## src/pbcq_pkg.sv

```systemverilog
// ----------------------------------------------------------------------------
// pbcq_pkg: shared types and constants of the PWM beacon capture qualifier
// Widths, reset values, register indexes and the records that travel
// between the pipeline stages.
// ----------------------------------------------------------------------------
package pbcq_pkg;

  localparam int CHANNELS   = 6;
  localparam int CHAN_IDX_W = (CHANNELS > 1) ? $clog2(CHANNELS) : 1;

  localparam int CH_W    = 3;
  localparam int TS_W    = 32;
  localparam int LEN_W   = 16;
  localparam int PER_W   = 17;
  localparam int CFG_W   = 17;
  localparam int PROD_W  = CFG_W + PER_W;
  localparam int CFG_IDX_W = 2;

  localparam logic [CFG_W-1:0] PERIOD_MIN_RST = 17'd0;
  localparam logic [CFG_W-1:0] PERIOD_MAX_RST = 17'd131071;
  localparam logic [CFG_W-1:0] DUTY_MIN_RST   = 17'd0;
  localparam logic [CFG_W-1:0] DUTY_MAX_RST   = 17'd65536;

  typedef enum logic [CFG_IDX_W-1:0] {
    CFG_PERIOD_MIN = 2'd0,
    CFG_PERIOD_MAX = 2'd1,
    CFG_DUTY_MIN   = 2'd2,
    CFG_DUTY_MAX   = 2'd3
  } cfg_idx_t;

  typedef struct packed {
    logic [CFG_W-1:0] period_min;
    logic [CFG_W-1:0] period_max;
    logic [CFG_W-1:0] duty_min;
    logic [CFG_W-1:0] duty_max;
  } cfg_t;

  typedef struct packed {
    logic [CH_W-1:0] channel;
    logic            rising_edge;
    logic [TS_W-1:0] timestamp_us;
    logic            capture_enable;
  } evt_t;

  typedef struct packed {
    logic [CH_W-1:0]  channel;
    logic [LEN_W-1:0] high_us;
    logic [LEN_W-1:0] low_us;
    logic [PER_W-1:0] period_us;
  } meas_t;

  typedef struct packed {
    logic [CH_W-1:0]  out_channel;
    logic [LEN_W-1:0] high_us;
    logic [LEN_W-1:0] low_us;
    logic [PER_W-1:0] period_us;
    logic             freq_ok;
    logic             duty_ok;
    logic             valid_res;
  } res_t;

endpackage

```

## src/pbcq_if.sv

```systemverilog
// ----------------------------------------------------------------------------
// pbcq_if: edge-event and result channels
// Valid/ready channels; a beat moves on a rising edge with both high.
// ----------------------------------------------------------------------------
interface pbcq_in_if;
  logic                        valid;
  logic                        ready;
  logic [pbcq_pkg::CH_W-1:0]   channel;
  logic                        rising_edge;
  logic [pbcq_pkg::TS_W-1:0]   timestamp_us;
  logic                        capture_enable;

  modport source (output valid, channel, rising_edge, timestamp_us, capture_enable,
                  input ready);
  modport sink (input valid, channel, rising_edge, timestamp_us, capture_enable,
                output ready);
endinterface

interface pbcq_out_if;
  logic                        valid;
  logic                        ready;
  logic [pbcq_pkg::CH_W-1:0]   out_channel;
  logic [pbcq_pkg::LEN_W-1:0]  high_us;
  logic [pbcq_pkg::LEN_W-1:0]  low_us;
  logic [pbcq_pkg::PER_W-1:0]  period_us;
  logic                        freq_ok;
  logic                        duty_ok;
  logic                        valid_res;

  modport source (output valid, out_channel, high_us, low_us, period_us, freq_ok,
                  duty_ok, valid_res, input ready);
  modport sink (input valid, out_channel, high_us, low_us, period_us, freq_ok,
                duty_ok, valid_res, output ready);
endinterface

```

## src/pbcq_chan_state.sv

```systemverilog
// ----------------------------------------------------------------------------
// pbcq_chan_state: per-channel edge times and latched durations
// Computes high, low and period for one event and commits the update.
// ----------------------------------------------------------------------------
module pbcq_chan_state (
  input  logic              clk,
  input  logic              rst_n,
  input  pbcq_pkg::evt_t    evt,
  input  logic              commit,
  output pbcq_pkg::meas_t   meas
);

  logic [pbcq_pkg::TS_W-1:0]  rise_r [pbcq_pkg::CHANNELS];
  logic [pbcq_pkg::TS_W-1:0]  fall_r [pbcq_pkg::CHANNELS];
  logic [pbcq_pkg::LEN_W-1:0] high_r [pbcq_pkg::CHANNELS];
  logic [pbcq_pkg::LEN_W-1:0] low_r  [pbcq_pkg::CHANNELS];

  logic [pbcq_pkg::CHAN_IDX_W-1:0] idx;
  logic                            in_range;
  logic                            rec_rise;
  logic                            rec_fall;
  logic [pbcq_pkg::LEN_W-1:0]      high_nxt;
  logic [pbcq_pkg::LEN_W-1:0]      low_nxt;
  logic [pbcq_pkg::LEN_W-1:0]      high_eff;
  logic [pbcq_pkg::LEN_W-1:0]      low_eff;

  assign idx      = pbcq_pkg::CHAN_IDX_W'(evt.channel);
  assign in_range = 32'(evt.channel) < 32'(pbcq_pkg::CHANNELS);
  assign rec_rise = in_range && evt.capture_enable && evt.rising_edge;
  assign rec_fall = in_range && evt.capture_enable && !evt.rising_edge;

  always_comb begin
    high_nxt = '0;
    low_nxt  = '0;
    high_eff = '0;
    low_eff  = '0;
    if (in_range) begin
      // wrap the 32-bit difference down to 16 bits
      low_nxt  = pbcq_pkg::LEN_W'(evt.timestamp_us - fall_r[idx]);
      high_nxt = pbcq_pkg::LEN_W'(evt.timestamp_us - rise_r[idx]);
      high_eff = rec_fall ? high_nxt : high_r[idx];
      low_eff  = rec_rise ? low_nxt  : low_r[idx];
    end
  end

  assign meas.channel   = evt.channel;
  assign meas.high_us   = high_eff;
  assign meas.low_us    = low_eff;
  assign meas.period_us = {1'b0, high_eff} + {1'b0, low_eff};

  always_ff @(posedge clk) begin
    if (!rst_n) begin
      for (int i = 0; i < pbcq_pkg::CHANNELS; i++) begin
        rise_r[i] <= '0;
        fall_r[i] <= '0;
        high_r[i] <= '0;
        low_r[i]  <= '0;
      end
    end else if (commit) begin
      if (rec_rise) begin
        rise_r[idx] <= evt.timestamp_us;
        low_r[idx]  <= low_nxt;
      end
      if (rec_fall) begin
        fall_r[idx] <= evt.timestamp_us;
        high_r[idx] <= high_nxt;
      end
    end
  end

endmodule

```

## src/pbcq_qualify.sv

```systemverilog
// ----------------------------------------------------------------------------
// pbcq_qualify: period and duty window checks
// Compares the period against its window and low/period against the Q1.16
// duty window by cross-multiplication.
// ----------------------------------------------------------------------------
module pbcq_qualify (
  input  pbcq_pkg::meas_t  meas,
  input  pbcq_pkg::cfg_t   cfg,
  output pbcq_pkg::res_t   res
);

  logic [pbcq_pkg::PROD_W-1:0] scaled;
  logic [pbcq_pkg::PROD_W-1:0] lo_bound;
  logic [pbcq_pkg::PROD_W-1:0] hi_bound;
  logic                        freq_ok;
  logic                        duty_ok;

  assign scaled   = pbcq_pkg::PROD_W'({meas.low_us, 16'h0000});
  assign lo_bound = pbcq_pkg::PROD_W'(cfg.duty_min) * pbcq_pkg::PROD_W'(meas.period_us);
  assign hi_bound = pbcq_pkg::PROD_W'(cfg.duty_max) * pbcq_pkg::PROD_W'(meas.period_us);

  assign freq_ok = (meas.period_us > cfg.period_min) && (meas.period_us < cfg.period_max);
  assign duty_ok = (meas.period_us != '0) && (scaled > lo_bound) && (scaled < hi_bound);

  assign res.out_channel = meas.channel;
  assign res.high_us     = meas.high_us;
  assign res.low_us      = meas.low_us;
  assign res.period_us   = meas.period_us;
  assign res.freq_ok     = freq_ok;
  assign res.duty_ok     = duty_ok;
  assign res.valid_res   = freq_ok && duty_ok;

endmodule

```

## src/pwm_beacon_capture_qualifier.sv

```systemverilog
// ----------------------------------------------------------------------------
// pwm_beacon_capture_qualifier: PWM input capture with period/duty window
// Per-channel high/low time capture from timestamped edges, with a period
// window and a low-time duty window that qualify each measurement.
// ----------------------------------------------------------------------------
// Each beat on in_bus is one edge of one capture channel. The block takes one
// beat every clock cycle while in_bus.ready is high and returns one result beat
// per edge, in order, on out_bus. The beat goes through an input register, a
// register after the per-channel state update (which commits as the beat
// leaves the input register, so a following edge on the same channel sees it
// at once), and the result register after the window checks; the two 17x17
// cross-multiplies of the duty check sit in the last stage. A stall on out_bus
// backs up through the three stages, and in_bus.ready drops only when all of
// them hold a beat. Edges on channels at or above CHANNELS leave the state
// alone and report zero lengths and flags. Write the window registers through
// cfg_* only while no beat is in flight.
// ----------------------------------------------------------------------------
module pwm_beacon_capture_qualifier (
  input  logic                                clk,
  input  logic                                rst_n,
  pbcq_in_if.sink                             in_bus,
  pbcq_out_if.source                          out_bus,
  input  logic                                cfg_we,
  input  logic [pbcq_pkg::CFG_IDX_W-1:0]      cfg_idx,
  input  logic [pbcq_pkg::CFG_W-1:0]          cfg_wdata
);

  // window registers
  pbcq_pkg::cfg_t  cfg_r;

  // pipeline stages
  pbcq_pkg::evt_t  evt_r;
  logic            evt_vld_r;
  pbcq_pkg::meas_t meas_r;
  logic            meas_vld_r;
  pbcq_pkg::res_t  res_r;
  logic            res_vld_r;

  pbcq_pkg::evt_t  evt_in;
  pbcq_pkg::meas_t meas_nxt;
  pbcq_pkg::res_t  res_nxt;

  logic            res_rdy;
  logic            meas_rdy;
  logic            evt_rdy;

  // ready ripples back from the result register
  assign res_rdy  = !res_vld_r  || out_bus.ready;
  assign meas_rdy = !meas_vld_r || res_rdy;
  assign evt_rdy  = !evt_vld_r  || meas_rdy;

  assign in_bus.ready = evt_rdy;

  assign evt_in.channel        = in_bus.channel;
  assign evt_in.rising_edge    = in_bus.rising_edge;
  assign evt_in.timestamp_us   = in_bus.timestamp_us;
  assign evt_in.capture_enable = in_bus.capture_enable;

  // configuration writes
  always_ff @(posedge clk) begin
    if (!rst_n) begin
      cfg_r.period_min <= pbcq_pkg::PERIOD_MIN_RST;
      cfg_r.period_max <= pbcq_pkg::PERIOD_MAX_RST;
      cfg_r.duty_min   <= pbcq_pkg::DUTY_MIN_RST;
      cfg_r.duty_max   <= pbcq_pkg::DUTY_MAX_RST;
    end else if (cfg_we) begin
      unique case (pbcq_pkg::cfg_idx_t'(cfg_idx))
        pbcq_pkg::CFG_PERIOD_MIN: cfg_r.period_min <= cfg_wdata;
        pbcq_pkg::CFG_PERIOD_MAX: cfg_r.period_max <= cfg_wdata;
        pbcq_pkg::CFG_DUTY_MIN:   cfg_r.duty_min   <= cfg_wdata;
        pbcq_pkg::CFG_DUTY_MAX:   cfg_r.duty_max   <= cfg_wdata;
        default: ;
      endcase
    end
  end

  // stage 1: capture the edge beat
  always_ff @(posedge clk) begin
    if (!rst_n) begin
      evt_vld_r <= 1'b0;
    end else if (evt_rdy) begin
      evt_vld_r <= in_bus.valid;
    end
  end

  always_ff @(posedge clk) begin
    if (evt_rdy && in_bus.valid) begin
      evt_r <= evt_in;
    end
  end

  // stage 2: per-channel update; commit only as the beat moves on
  pbcq_chan_state u_chan_state (
    .clk    (clk),
    .rst_n  (rst_n),
    .evt    (evt_r),
    .commit (evt_vld_r && meas_rdy),
    .meas   (meas_nxt)
  );

  always_ff @(posedge clk) begin
    if (!rst_n) begin
      meas_vld_r <= 1'b0;
    end else if (meas_rdy) begin
      meas_vld_r <= evt_vld_r;
    end
  end

  always_ff @(posedge clk) begin
    if (meas_rdy && evt_vld_r) begin
      meas_r <= meas_nxt;
    end
  end

  // stage 3: window checks into the result register
  pbcq_qualify u_qualify (
    .meas (meas_r),
    .cfg  (cfg_r),
    .res  (res_nxt)
  );

  always_ff @(posedge clk) begin
    if (!rst_n) begin
      res_vld_r <= 1'b0;
    end else if (res_rdy) begin
      res_vld_r <= meas_vld_r;
    end
  end

  always_ff @(posedge clk) begin
    if (res_rdy && meas_vld_r) begin
      res_r <= res_nxt;
    end
  end

  assign out_bus.valid       = res_vld_r;
  assign out_bus.out_channel = res_r.out_channel;
  assign out_bus.high_us     = res_r.high_us;
  assign out_bus.low_us      = res_r.low_us;
  assign out_bus.period_us   = res_r.period_us;
  assign out_bus.freq_ok     = res_r.freq_ok;
  assign out_bus.duty_ok     = res_r.duty_ok;
  assign out_bus.valid_res   = res_r.valid_res;

`ifndef SYNTHESIS
  // an accepted beat always lands in the input register
  a_accept_lands: assert property (@(posedge clk) disable iff (!rst_n)
    in_bus.valid && in_bus.ready |=> evt_vld_r)
    else $error("accepted beat not captured");

  // the period carried forward is the sum of the two durations
  a_period_sum: assert property (@(posedge clk) disable iff (!rst_n)
    meas_vld_r |-> meas_r.period_us == ({1'b0, meas_r.high_us} + {1'b0, meas_r.low_us}))
    else $error("period is not high plus low");

  // a zero period never qualifies
  a_zero_period: assert property (@(posedge clk) disable iff (!rst_n)
    res_vld_r && res_r.period_us == '0 |-> !res_r.freq_ok && !res_r.duty_ok)
    else $error("zero period qualified");

  // a stalled result register holds its beat
  a_res_hold: assert property (@(posedge clk) disable iff (!rst_n)
    res_vld_r && !out_bus.ready |=> res_vld_r && $stable(res_r))
    else $error("result changed under stall");
`endif

endmodule

```

## src/flat_wrapper.sv

```systemverilog
// flat-port wrapper written by rule: the top's interface ports become plain ports
module pwm_beacon_capture_qualifier_flat 
  (clk, rst_n, cfg_we, cfg_idx, cfg_wdata, in_bus_valid, in_bus_channel, in_bus_rising_edge, in_bus_timestamp_us, in_bus_capture_enable, in_bus_ready, out_bus_valid, out_bus_out_channel, out_bus_high_us, out_bus_low_us, out_bus_period_us, out_bus_freq_ok, out_bus_duty_ok, out_bus_valid_res, out_bus_ready);
  pbcq_in_if in_bus_i ();
  pbcq_out_if out_bus_i ();
  input  logic clk;
  input  logic rst_n;
  input  logic cfg_we;
  input  logic [pbcq_pkg::CFG_IDX_W-1:0] cfg_idx;
  input  logic [pbcq_pkg::CFG_W-1:0] cfg_wdata;
  input wire logic [$bits(in_bus_i.valid)-1:0] in_bus_valid;
  input wire logic [$bits(in_bus_i.channel)-1:0] in_bus_channel;
  input wire logic [$bits(in_bus_i.rising_edge)-1:0] in_bus_rising_edge;
  input wire logic [$bits(in_bus_i.timestamp_us)-1:0] in_bus_timestamp_us;
  input wire logic [$bits(in_bus_i.capture_enable)-1:0] in_bus_capture_enable;
  output wire logic [$bits(in_bus_i.ready)-1:0] in_bus_ready;
  output wire logic [$bits(out_bus_i.valid)-1:0] out_bus_valid;
  output wire logic [$bits(out_bus_i.out_channel)-1:0] out_bus_out_channel;
  output wire logic [$bits(out_bus_i.high_us)-1:0] out_bus_high_us;
  output wire logic [$bits(out_bus_i.low_us)-1:0] out_bus_low_us;
  output wire logic [$bits(out_bus_i.period_us)-1:0] out_bus_period_us;
  output wire logic [$bits(out_bus_i.freq_ok)-1:0] out_bus_freq_ok;
  output wire logic [$bits(out_bus_i.duty_ok)-1:0] out_bus_duty_ok;
  output wire logic [$bits(out_bus_i.valid_res)-1:0] out_bus_valid_res;
  input wire logic [$bits(out_bus_i.ready)-1:0] out_bus_ready;
  assign in_bus_i.valid = in_bus_valid;
  assign in_bus_i.channel = in_bus_channel;
  assign in_bus_i.rising_edge = in_bus_rising_edge;
  assign in_bus_i.timestamp_us = in_bus_timestamp_us;
  assign in_bus_i.capture_enable = in_bus_capture_enable;
  assign in_bus_ready = in_bus_i.ready;
  assign out_bus_valid = out_bus_i.valid;
  assign out_bus_out_channel = out_bus_i.out_channel;
  assign out_bus_high_us = out_bus_i.high_us;
  assign out_bus_low_us = out_bus_i.low_us;
  assign out_bus_period_us = out_bus_i.period_us;
  assign out_bus_freq_ok = out_bus_i.freq_ok;
  assign out_bus_duty_ok = out_bus_i.duty_ok;
  assign out_bus_valid_res = out_bus_i.valid_res;
  assign out_bus_i.ready = out_bus_ready;
  pwm_beacon_capture_qualifier u_core (.clk(clk), .rst_n(rst_n), .in_bus(in_bus_i), .out_bus(out_bus_i), .cfg_we(cfg_we), .cfg_idx(cfg_idx), .cfg_wdata(cfg_wdata));
endmodule
```

## config.mk

```make
export PLATFORM = sky130hd
export DESIGN_NAME = pwm_beacon_capture_qualifier_flat
export DESIGN_NICKNAME = d
export VERILOG_FILES = /design/src/pbcq_pkg.sv /design/src/pbcq_if.sv /design/src/pbcq_chan_state.sv /design/src/pbcq_qualify.sv /design/src/pwm_beacon_capture_qualifier.sv /design/src/flat_wrapper.sv
export SDC_FILE = /design/constraint.sdc
export NUM_CORES = 2
export LEC_CHECK = 0
export BUFFER_PORTS_ARGS = -buffer_cell sky130_fd_sc_hd__buf_2
export CAP_MARGIN = 20
export CELL_PAD_IN_SITES_DETAIL_PLACEMENT = 0
export CELL_PAD_IN_SITES_GLOBAL_PLACEMENT = 1
export CORE_MARGIN = 2
export CORE_UTILIZATION = 35
export DETAILED_ROUTE_END_ITERATION = 12
export PLACE_DENSITY_LB_ADDON = 0.1
export REMOVE_ABC_BUFFERS = 1
export SYNTH_ARGS = -nofsm -noshare
export SYNTH_HDL_FRONTEND = slang
export SYNTH_SLANG_ARGS = --single-unit
```

## constraint.sdc

```tcl
create_clock -name clk -period 17 [get_ports clk]
set_clock_uncertainty 0.15 [all_clocks]
set_input_delay 0.85 -clock clk [delete_from_list [all_inputs] [get_ports clk]]
set_output_delay 0.85 -clock clk [all_outputs]
set_load 0.01 [all_outputs]
```

==> impl_metrics.toml <==
[timing]
relSlewSlack_pct = 26.27
tns_ns = 0
timing.fmax_mhz = 101.6
finalCriticalPeriod_ns = 9.841
final_hold_viol_count = 0
setup_viol = 0
setup_ws_ns = 7.159
rsz0062_at_grt = "no"
fin_crit_sh_pct = 57.89
tightest_slew_ns = 1.104
final_max_slew_viol_count = 0

[worst_hold_path]
min_to = "u_core.evt_r[10]$_DFFE_PP_"
min_from = "in_bus_timestamp_us[9]"
holdCritPathClass = "in -> reg"
hold_depth = 1

[floorplan]
start_util_pct = 35.33
die_x_um = 385.3
rows = 139
die-area_sq_um = 148400
io_pins = 118
core_sq_um = 144000
die_y_um = 385.3

[critical_path]
cp-start-kind = "flip-flop"
arrival_ns = 10.06
ff2ff_path_depth = 28
timing.rr.start = "u_core.meas_r[14]$_DFFE_PP_"
slowest_delay_ns = 0.93
path_max_fanout = 22
cp-end-kind = "flip-flop"
reg2reg_slack_ns = 7.16
r2r-end = "u_core.out_bus.valid_res$_DFFE_PP_"
crit_slowest_cell = "edfxtp_1"
critPathKind = "reg -> reg"
required_ns = 17.22
path_common_cell = "fa_1"

[logic_synthesis]
synth_edf_count = 640
synth_async_sr_flop_share_pct = 0
avgSynthCellArea_sq_um = 11.20
synth_top_area_share_pct = 37.77
synth_area_leaders = "edfxtp_1 38%, fa_1 18%, ha_1 8.0%"
netlist_top_cells_count = "696 x inv_1, 640 x edfxtp_1, 614 x nand2_1"
yosys.area.top_type = "edfxtp_1"
mappedNetlistArea_sq_um = 50880
synth_ff_type = "edfxtp_1"
yosysUniqueCellTypes = 83
synth_warnings = 0
syn_inst = 4544
synth-seq-cells = 714
synthMostInstantiatedCell = "inv_1"
yosysSeqAreaShare_pct = 40.68

[clocking]
cts_tree = "built"
ctsResizeCount = 0
postCtsSetupBuffers = 0
postCtsHoldBufs = 0
clkSinkCount = 714
h-tree-depth = 3
clkLatencyLatePin_ns = 0.67
root_buffer = "clkbuf_16"
cts_buffers = 84
clockBufferDepth = 3
clkTransAtPathRegs_ns = 0.06

[grt]
grt_antenna_before_repair = 4
grt_pass1_vias = 34970
gr-total-overflow = 0
grt_pass1_wl_mm = 223.7
grt_max_degree = 75
gr-usage-all-layers_pct = 20.35

[outcome]
status = "finished, final reports clean"

[pwr]
ir_drop_v = 0.00007516
power_density_nw_per_um2 = 91.78
power.total_uw = 5221
leakage_uw = 0.02420

[route]
vias = 32960
antenna_left = 0
drc_errors = 0
wl_mm = 147.6
wl_per_cell_um = 22.07
dr.pass1.iters = 5
vias_per_cell = 4.929
drt_iter0_markers = 1863

[finish]
area_growth_pct = 11.81
drive_gt1_share_pct = 10.59
fillCellCount = 14240
fin_nets = 5554

[placement]
dp_hpwl_mm = 101.7
place.gp.congestion = 0.8182
dp_slack_ns = 7.158
io_buffers = 101

[run]
maxCapViolations = 0
## power by group
part	internal, uW	switching [uW]	total [uW]
clock network	1040	767	1810
registers	1990	63.9	2060
logic	492	862	1350
## cells in the final DEF, fill, tap and decap left out, drive strengths merged, types with 16 or more instances in the layout
master and instances:
conb 128, buf 195, inv 702, nand4 19, ha 327, a211oi 50
xor2 28, nor2b 33, and2 210, xnor2 58, edfxtp 640, nor3 49
nor2 358, mux4 128, nand3 37, fa 451, mux2i 46, a21boi 56
a21o 36, clkbuf 101, or2 17, clkinv 35, o211ai 26, nand2b 24
dfxtp 74, or3 16, and3 32, nand2 614, a21oi 108, o21ai 58
## worst max path at each step
stage,from,end,slack (ns)
2_1_floorplan,flip-flop,u_core.meas_r[15]$_DFFE_PP_,7.40
3_3_place_gp,u_core.meas_r[14]$_DFFE_PP_,u_core.out_bus.valid_res$_DFFE_PP_,7.20
3_5_place_dp,u_core.meas_r[14]$_DFFE_PP_,u_core.out_bus.valid_res$_DFFE_PP_,7.16
4_1_cts,u_core.meas_r[14]$_DFFE_PP_,u_core.out_bus.valid_res$_DFFE_PP_,7.13
5_1_grt,u_core.meas_r[5]$_DFFE_PP_,u_core.out_bus.valid_res$_DFFE_PP_,6.76
6_report,u_core.meas_r[14]$_DFFE_PP_,u_core.out_bus.valid_res$_DFFE_PP_,7.16
## metal layers
layer,global-route usage [%],wire (um)
met1,27.13,65870
met2,35.48,73560
met3,2.433,4875
met4,4.446,3273
met5,0,0
## cell type report
class                           instances  area, sq um  area share, %
Timing Repair Buffer                  195         1255          2.206
Clock inverter                         50        524.3         0.9215
Sequential cell                       714        20710          36.41
Inverter                              696         2613          4.592
Multi-Input combinational cell       3024        27180          47.77
Clock buffer                          101         2217          3.897
Tap cell                             1903         2381          4.185
Antenna cell                            4        10.01        0.01759
## critical path: cells and delay by family (launching register included)
family	cells	cell delay [ns]
xor+xnor	1	0.10
compound gates	9	2.18
flops	1	0.93
fa+ha+maj	8	3.57
buf+inv	4	0.61
simple gates	6	1.98
## per-stage QoR
stage               std cells  cell area [sq um]  hold slack (ns)  util (%)
floorplan                4434              50440           0.2503         -
detailed placement       6531              54120           0.2559     37.58
finish                   6687              56890           0.1910     39.51
global placement         6527              54060           0.2521     37.54
global route             6683              56880           0.1510     39.50
CTS                      6682              56860           0.1332     39.48
## sequential cells by signal (all words and copies together) (netlist names), 16 cells and up, named ones only
register                    flops
u_core.u_chan_state.fall_r    128
u_core.u_chan_state.high_r    128
u_core.u_chan_state.low_r     128
u_core.u_chan_state.rise_r    128
u_core.cfg_r                   68
u_core.meas_r                  52
u_core.evt_r                   21
u_core.out_bus.period_us       17
u_core.out_bus.high_us         16
u_core.out_bus.low_us          16
## logic make-up (layout without fill, tap and decap cells)
logic type | after synthesis | count (layout) | share of synthesized area (%)
adder cells (fa/ha/maj) | 778 | 778 | 25.79
multiplexers | 185 | 185 | 6.814
AO/OA/AOI/OAI | 415 | 415 | 5.560
other | 1 | 132 | 0.007370
AND/OR/NAND/NOR | 1432 | 1432 | 12.73
XOR/XNOR | 86 | 86 | 1.480
flip-flops | 714 | 714 | 40.68
buffers and inverters | 933 | 1042 | 6.939
Power figures use the tool's default switching activity.
